### config.mk
export PLATFORM = sky130hd
export DESIGN_NAME = lru_random_key_cache
export DESIGN_NICKNAME = d
export VERILOG_FILES = /design/src/rtl/lrkc_pkg.sv /design/src/rtl/lru_random_key_cache.sv
export SDC_FILE = /design/constraint.sdc
export NUM_CORES = 2
export LEC_CHECK = 0
export BUFFER_PORTS_ARGS = -buffer_cell sky130_fd_sc_hd__buf_2
export CORE_ASPECT_RATIO = 1.1
export CORE_MARGIN = 3
export CORE_UTILIZATION = 48
export CTS_CLUSTER_DIAMETER = 80
export DETAILED_ROUTE_END_ITERATION = 7
export MAX_ROUTING_LAYER = met4
export PLACE_DENSITY = 0.67
export SLEW_MARGIN = 20
export SYNTH_ARGS = -nofsm -noshare
export SYNTH_HDL_FRONTEND = slang
export SYNTH_SLANG_ARGS = --single-unit
### constraint.sdc
create_clock -name i_clk -period 12.65 [get_ports i_clk]
set_input_delay 0.6325 -clock i_clk [delete_from_list [all_inputs] [get_ports i_clk]]
set_output_delay 0.6325 -clock i_clk [all_outputs]
set_load 0.1 [all_outputs]
### src/rtl/lrkc_pkg.sv
// ----------------------------------------------------------------------------
// lrkc_pkg
// Types and constants shared by the key cache: request and response
// layouts, command and mode codes, register indexes and LFSR settings.
// ----------------------------------------------------------------------------
package lrkc_pkg;

    localparam int KEY_W  = 31;
    localparam int PAY_W  = 32;
    localparam int FILL_W = 5;
    localparam int LFSR_W = 16;

    localparam logic [LFSR_W-1:0] LFSR_TAPS = 16'hB400;
    localparam logic [LFSR_W-1:0] SEED_RST  = 16'h0001;

    // request commands
    localparam logic CMD_LOOKUP = 1'b0;
    localparam logic CMD_INSERT = 1'b1;

    // replacement modes
    localparam logic MODE_LRU    = 1'b0;
    localparam logic MODE_RANDOM = 1'b1;

    // configuration bus
    localparam int APB_AW = 3;
    localparam int APB_DW = 32;
    localparam int REG_IDX_LSB = 2;

    // register indexes
    localparam logic REG_REPLACE_MODE = 1'b0;
    localparam logic REG_RANDOM_SEED  = 1'b1;

    typedef struct packed {
        logic             command;
        logic [KEY_W-1:0] key;
        logic [PAY_W-1:0] payload;
    } t_req;

    typedef struct packed {
        logic              hit;
        logic [PAY_W-1:0]  hit_payload;
        logic              evicted;
        logic [KEY_W-1:0]  evicted_key;
        logic [FILL_W-1:0] fill_count;
    } t_rsp;

endpackage

### src/rtl/lru_random_key_cache.sv
// ----------------------------------------------------------------------------
// lru_random_key_cache
// Fully associative cache of message keys with payload handles, evicting
// the least recently used entry or an LFSR-chosen one when full.
// ----------------------------------------------------------------------------
// The cache takes one request per clock cycle while the output side is not
// stalled, and returns one response per request: the request is held in the
// input register, its response in the result register. The work between
// those two registers is the parallel key compare over all ENTRIES entries,
// the victim choice and the recency rank update; every request sees the
// state left by the one before it. The store comes out of reset empty and
// usable at once, with no clearing pass. Configuration (replace_mode at byte
// address 0, random_seed at 4) is to be written only while no request is in
// flight.
module lru_random_key_cache #(
    parameter int ENTRIES = 16
) (
    input  logic                          i_clk,
    input  logic                          i_rst_n,
    // request channel
    input  logic                          i_in_valid,
    output logic                          o_in_stall,
    input  lrkc_pkg::t_req                i_in_req,
    // response channel
    output logic                          o_out_valid,
    input  logic                          i_out_stall,
    output lrkc_pkg::t_rsp                o_out_rsp,
    // configuration port
    input  logic                          psel,
    input  logic                          penable,
    input  logic                          pwrite,
    input  logic [lrkc_pkg::APB_AW-1:0]   paddr,
    input  logic [lrkc_pkg::APB_DW-1:0]   pwdata,
    output logic [lrkc_pkg::APB_DW-1:0]   prdata,
    output logic                          pready
);

    localparam int IW = $clog2(ENTRIES);
    localparam int CW = $clog2(ENTRIES + 1);
    localparam int BYTE_VALS = 256;
    localparam int BYTE_W = 8;

    // configuration registers
    logic                          r_mode;
    logic [lrkc_pkg::LFSR_W-1:0]   r_seed;
    logic [lrkc_pkg::LFSR_W-1:0]   r_lfsr;
    logic [lrkc_pkg::LFSR_W-1:0]   n_lfsr;

    // cache state
    logic [lrkc_pkg::KEY_W-1:0]    r_key   [ENTRIES];
    logic [lrkc_pkg::PAY_W-1:0]    r_pay   [ENTRIES];
    logic [IW-1:0]                 r_rank  [ENTRIES];
    logic [IW-1:0]                 n_rank  [ENTRIES];
    logic [ENTRIES-1:0]            r_valid;
    logic [ENTRIES-1:0]            n_valid;
    logic [CW-1:0]                 r_count;
    logic [CW-1:0]                 n_count;

    // pipeline registers
    logic                          r_req_vld;
    lrkc_pkg::t_req                r_req;
    logic                          r_out_vld;
    lrkc_pkg::t_rsp                r_rsp;
    lrkc_pkg::t_rsp                n_rsp;

    // datapath
    logic                          w_proc;
    logic                          w_insert;
    logic                          w_upd;
    logic [ENTRIES-1:0]            w_match;
    logic                          w_hit;
    logic [IW-1:0]                 w_hit_idx;
    logic [IW-1:0]                 w_free_idx;
    logic [IW-1:0]                 w_lru_idx;
    logic [IW-1:0]                 w_rnd_idx;
    logic [IW-1:0]                 w_victim;
    logic [IW-1:0]                 w_slot;
    logic [IW-1:0]                 w_old_rank;
    logic                          w_full;
    logic                          w_evict;
    logic [lrkc_pkg::LFSR_W-1:0]   w_lfsr_adv;
    logic [IW:0]                   w_rnd_sum;
    logic [CW+lrkc_pkg::FILL_W-1:0] w_fill_ext;
    logic                          w_cfg_wr;

    // residue tables for the two bytes of the LFSR word
    logic [IW-1:0]                 w_mod_lo [BYTE_VALS];
    logic [IW-1:0]                 w_mod_hi [BYTE_VALS];

    for (genvar g = 0; g < BYTE_VALS; g++) begin : g_mod_tbl
        assign w_mod_lo[g] = IW'(g % ENTRIES);
        assign w_mod_hi[g] = IW'((g * BYTE_VALS) % ENTRIES);
    end

    // handshake
    assign w_proc      = r_req_vld && (!r_out_vld || !i_out_stall);
    assign o_in_stall  = r_req_vld && !w_proc;
    assign o_out_valid = r_out_vld;
    assign o_out_rsp   = r_rsp;

    // key compare and entry selection
    always_comb begin
        for (int i = 0; i < ENTRIES; i++) begin
            w_match[i] = r_valid[i] && (r_key[i] == r_req.key);
        end
        w_hit = |w_match;

        w_hit_idx  = '0;
        w_free_idx = '0;
        w_lru_idx  = '0;
        for (int i = ENTRIES - 1; i >= 0; i--) begin
            if (w_match[i]) begin
                w_hit_idx = IW'(i);
            end
            if (!r_valid[i]) begin
                w_free_idx = IW'(i);
            end
            // a full cache holds every rank once, the oldest is the top one
            if (r_rank[i] == IW'(ENTRIES - 1)) begin
                w_lru_idx = IW'(i);
            end
        end
    end

    // random victim: advanced LFSR word reduced modulo the entry count
    always_comb begin
        w_lfsr_adv = r_lfsr >> 1;
        if (r_lfsr[0]) begin
            w_lfsr_adv = w_lfsr_adv ^ lrkc_pkg::LFSR_TAPS;
        end
        w_rnd_sum = {1'b0, w_mod_lo[w_lfsr_adv[BYTE_W-1:0]]}
                  + {1'b0, w_mod_hi[w_lfsr_adv[2*BYTE_W-1:BYTE_W]]};
        if (w_rnd_sum >= (IW+1)'(ENTRIES)) begin
            w_rnd_sum = w_rnd_sum - (IW+1)'(ENTRIES);
        end
        w_rnd_idx = w_rnd_sum[IW-1:0];
    end

    // slot choice and old rank
    assign w_insert = (r_req.command == lrkc_pkg::CMD_INSERT);
    assign w_full   = (r_count == CW'(ENTRIES));
    assign w_evict  = !w_hit && w_insert && w_full;
    assign w_upd    = w_proc && (w_hit || w_insert);
    assign w_victim = (r_mode == lrkc_pkg::MODE_RANDOM) ? w_rnd_idx : w_lru_idx;

    always_comb begin
        if (w_hit) begin
            w_slot     = w_hit_idx;
            w_old_rank = r_rank[w_hit_idx];
        end else if (w_full) begin
            w_slot     = w_victim;
            w_old_rank = r_rank[w_victim];
        end else begin
            w_slot     = w_free_idx;
            w_old_rank = r_count[IW-1:0];
        end
    end

    // next state of ranks, valid bits, count and LFSR
    always_comb begin
        n_valid = r_valid;
        n_count = r_count;
        for (int i = 0; i < ENTRIES; i++) begin
            n_rank[i] = r_rank[i];
            if (w_upd) begin
                if (w_slot == IW'(i)) begin
                    n_rank[i] = '0;
                end else if (r_valid[i] && (r_rank[i] < w_old_rank)) begin
                    n_rank[i] = r_rank[i] + 1'b1;
                end
            end
        end
        if (w_upd && w_insert) begin
            n_valid[w_slot] = 1'b1;
            if (!w_hit && !w_full) begin
                n_count = r_count + 1'b1;
            end
        end

        n_lfsr = r_lfsr;
        if (w_proc && w_evict && (r_mode == lrkc_pkg::MODE_RANDOM)) begin
            n_lfsr = w_lfsr_adv;
        end
        if (w_cfg_wr && (paddr[lrkc_pkg::REG_IDX_LSB] == lrkc_pkg::REG_RANDOM_SEED)) begin
            n_lfsr = (pwdata[lrkc_pkg::LFSR_W-1:0] == '0) ? lrkc_pkg::SEED_RST
                                                          : pwdata[lrkc_pkg::LFSR_W-1:0];
        end
    end

    // response
    assign w_fill_ext = {{lrkc_pkg::FILL_W{1'b0}}, n_count};

    always_comb begin
        n_rsp.hit         = w_hit;
        n_rsp.hit_payload = (w_hit && !w_insert) ? r_pay[w_hit_idx] : '0;
        n_rsp.evicted     = w_evict;
        n_rsp.evicted_key = w_evict ? r_key[w_victim] : '0;
        n_rsp.fill_count  = w_fill_ext[lrkc_pkg::FILL_W-1:0];
    end

    // input register
    always_ff @(posedge i_clk) begin
        if (!i_rst_n) begin
            r_req_vld <= 1'b0;
        end else if (i_in_valid && !o_in_stall) begin
            r_req_vld <= 1'b1;
        end else if (w_proc) begin
            r_req_vld <= 1'b0;
        end
    end

    always_ff @(posedge i_clk) begin
        if (i_in_valid && !o_in_stall) begin
            r_req <= i_in_req;
        end
    end

    // result register
    always_ff @(posedge i_clk) begin
        if (!i_rst_n) begin
            r_out_vld <= 1'b0;
        end else if (w_proc) begin
            r_out_vld <= 1'b1;
        end else if (!i_out_stall) begin
            r_out_vld <= 1'b0;
        end
    end

    always_ff @(posedge i_clk) begin
        if (w_proc) begin
            r_rsp <= n_rsp;
        end
    end

    // cache control state
    always_ff @(posedge i_clk) begin
        if (!i_rst_n) begin
            r_valid <= '0;
            r_count <= '0;
            for (int i = 0; i < ENTRIES; i++) begin
                r_rank[i] <= '0;
            end
        end else begin
            r_valid <= n_valid;
            r_count <= n_count;
            for (int i = 0; i < ENTRIES; i++) begin
                r_rank[i] <= n_rank[i];
            end
        end
    end

    // key and payload store
    always_ff @(posedge i_clk) begin
        if (w_upd && w_insert) begin
            r_key[w_slot] <= r_req.key;
            r_pay[w_slot] <= r_req.payload;
        end
    end

    // configuration registers
    assign w_cfg_wr = psel && penable && pwrite && pready;
    assign pready   = 1'b1;

    always_ff @(posedge i_clk) begin
        if (!i_rst_n) begin
            r_mode <= lrkc_pkg::MODE_LRU;
            r_seed <= lrkc_pkg::SEED_RST;
            r_lfsr <= lrkc_pkg::SEED_RST;
        end else begin
            r_lfsr <= n_lfsr;
            if (w_cfg_wr) begin
                case (paddr[lrkc_pkg::REG_IDX_LSB])
                    lrkc_pkg::REG_REPLACE_MODE: r_mode <= pwdata[0];
                    lrkc_pkg::REG_RANDOM_SEED:  r_seed <= pwdata[lrkc_pkg::LFSR_W-1:0];
                    default: begin
                    end
                endcase
            end
        end
    end

    // register read back
    always_comb begin
        case (paddr[lrkc_pkg::REG_IDX_LSB])
            lrkc_pkg::REG_REPLACE_MODE: prdata = {{(lrkc_pkg::APB_DW-1){1'b0}}, r_mode};
            lrkc_pkg::REG_RANDOM_SEED:
                prdata = {{(lrkc_pkg::APB_DW-lrkc_pkg::LFSR_W){1'b0}}, r_seed};
            default: prdata = '0;
        endcase
    end

endmodule

==> results.json <==
{
  "outcome": "complete, no violations",
  "grt_pass1_vias": 40300,
  "skew_ns": 0.0354,
  "core_um2": 124000,
  "grt.total_usage_pct": 28.8,
  "final-setup-viol-count": 0,
  "routabilityCongestion": 0.982,
  "ys_seq_area_share_pct": 60.7,
  "first_pass_iters": 8,
  "drc_errors": 0,
  "hold_path_class": "primary input to flop",
  "drive_above_1_share_pct": 10.4,
  "final_common_cell": "edfxtp_1",
  "final_cell_area_um2": 67900,
  "pre_cts_ws_ns": 3.89,
  "die_h_um": 378,
  "vias": 43000,
  "routed_wl_um": 185000,
  "post_cts_buffers": 0,
  "cts_root_buf": "clkbuf_16",
  "area_growth_pct": 12.3,
  "crit_type": "flop to flop",
  "ys.flop_type": "edfxtp_1",
  "required_ns": 13.35,
  "fin_nets": 5306,
  "numCtsBuffers": 137,
  "antenna_found_initial": 8,
  "rsz0062_at_grt": "false",
  "drv_slew": 0,
  "syn_inst": 5012,
  "worstMarginPinSlew_ns": 1.23,
  "fin_crit_ns": 8.85,
  "fp-row-count": 135,
  "max-slew-margin-rel_pct": 17.9,
  "min_period_over_period_pct": 70.0,
  "cts-htree-levels": 4,
  "power_leakage_uw": 0.0218,
  "synth_edf_count": 1142,
  "grt_pass1_wl_um": 268000,
  "overflow": 0,
  "synth_top_area_share_pct": 56.7,
  "power_density_nw_per_um2": 133,
  "cts_tree": "yes",
  "synth_cell_types": 82,
  "ctsHoldBuffers": 47,
  "ant_nets": 0,
  "drt-initial-drc-count": 4905,
  "whs_path_depth": 1,
  "dieArea_um2": 130000,
  "io_pins": 211,
  "worst_slack_ns": 3.80,
  "endpoint_kind": "flop",
  "crit_arrival_ns": 9.55,
  "io_buffers": 175,
  "ys_ff_latch": 1262,
  "synth_area_per_cell_um2": 12.1,
  "p_total_uw": 8990,
  "yosys.area.top_type": "edfxtp_1",
  "syn_area_um2": 60500,
  "reg2regPathDepth": 22,
  "drv_cap": 0,
  "wl_per_cell_um": 26.8,
  "cts-resized-gates": 0,
  "vias_per_cell": 6.24,
  "hpwl_um": 114000,
  "insertion_delay_ns": 0.79,
  "dpl-instance-area_um2": 62900,
  "start_util_pct": 48.7,
  "hold_violations": 0,
  "setup_tns_ns": 0,
  "critPathLaunchType": "flop",
  "layout_common_cells": "1142 x edfxtp_1, 715 x nand2_1, 411 x xnor2_1, 307 x a211oi_1, 236 x nand4_1",
  "die-width_um": 344,
  "ys_warn_count": 0,
  "cp_max_fo": 66,
  "worst_ir_drop_vdd_mv": 0.124,
  "ys_top_cells_by_area": "edfxtp_1 57%, xnor2_1 6.0%, nand2_1 4.4%",
  "grt_max_degree": 213,
  "max_freq_ghz": 0.113,
  "synth-async-reset-ratio_pct": 0,
  "clock_sinks": 1262,
  "clk_path_buf_depth": 3,
  "path_clk_slew_ns": 0.06
}
state kept, by name, summed over array words and instances, names as in the netlist, 5 cells and up:
register / cells
r_pay: 512
r_key: 496
o_out_rsp: 70
r_rank: 64
r_req: 63
r_lfsr: 16
r_seed: 16
r_valid: 16
r_count: 5
cell usage after synthesis, types with 10 or more instances:
library cell / number
a211oi_1: 307
inv_1: 31
a22oi_1: 13
nor2b_1: 169
and2_1: 32
xnor2_1: 411
dfxtp_1: 120
o21a_1: 29
buf_2: 87
o21ai_1: 12
a21o_1: 30
o211ai_1: 28
nor2_1: 77
buf_4: 25
nand3b_1: 18
xor2_1: 89
clkbuf_1: 201
a31oi_1: 49
or4_1: 10
nor3_1: 33
and3_1: 101
o21ai_0: 40
a21boi_0: 45
edfxtp_1: 1142
a311oi_1: 102
or2_2: 11
nand2_1: 716
nand4_1: 236
mux2_2: 17
ha_1: 66
nand3_1: 202
nand2b_1: 20
mux2i_1: 153
a21oi_1: 128
buf_1: 40
nor4_1: 83
layer usage:
layer	vias up	global-route usage, %	wire (um)
met2	2062	43.7	85400
met4	0	13.2	9050
met3	405	5.04	15700
met5	-	-	0
met1	21300	37.9	74900
li1	19200	-	-
cell families after synthesis:
group	count (synthesis)	share of synthesized area [%]
other	2	0.0124
adders and majority gates	66	1.37
AOI/OAI and AO/OA	872	10.5
and+or+nand+nor	1755	14.6
buffers and inverters	385	2.74
xor gates and xnor gates	500	7.24
muxes	170	2.85
DFF	1262	60.7
worst paths after layout:
check / slack (ns) / startpoint / endpoint
min: 0.06 / i_in_req[57] / r_req[57]$_DFFE_PP_
max: 3.80 / r_req[52]$_DFFE_PP_ / r_rank[0][3]$_SDFFE_PN0P_
max reg2reg: 3.80 / r_req[52]$_DFFE_PP_ / r_rank[0][3]$_SDFFE_PN0P_
min reg2reg: 0.46 / r_seed[9]$_SDFFE_PN0P_ / r_seed[9]$_SDFFE_PN0P_
per-stage QoR:
| stage | hold WS, ns | util, % | std cells |
|---|---|---|---|
| final | 0.0559 | 54.7 | 6895 |
| after global placement | 0.450 | 50.7 | 6589 |
| after global routing | 0.0250 | 54.7 | 6895 |
| after floorplan | 0.435 | - | 5027 |
| after CTS | 0.000912 | 54.6 | 6888 |
| after detailed placement | 0.456 | 50.7 | 6590 |
report_power, final:
part / internal (uW) / switching [uW] / total [uW]
registers: 4580 / 36.8 / 4620
clock network: 2240 / 1700 / 3940
logic: 113 / 328 / 441
total: 6930 / 2060 / 8990
worst max-delay path, cell delays in order (launching register included):
cell      delay, ns
edfxtp_1       0.80
buf_4          0.47
xnor2_1        0.21
nand4_1        0.11
nor4_1         0.65
nand2_1        0.21
a211oi_1       0.62
o221ai_1       0.44
a21oi_4        0.74
buf_4          0.79
mux2_2         0.41
o21ai_0        0.17
o211ai_1       0.12
a31oi_2        0.68
buf_4          0.34
ha_1           0.26
a21o_1         0.18
nand2_1        0.06
nand3b_1       0.12
or2_2          0.36
or3_1          0.37
or4_1          0.40
a21boi_0       0.17
layout make-up:
type	count	area, um2
diodes	5	12.5
clock buffers	166	3540
well taps	1644	2060
clock inverters	85	837
fillers	10400	56300
repair buffers	322	2200
inverters	31	116
flip-flops and latches	1262	36700
multi-input cells	3380	22400
Note: power is estimated with default switching activity, not from simulation.
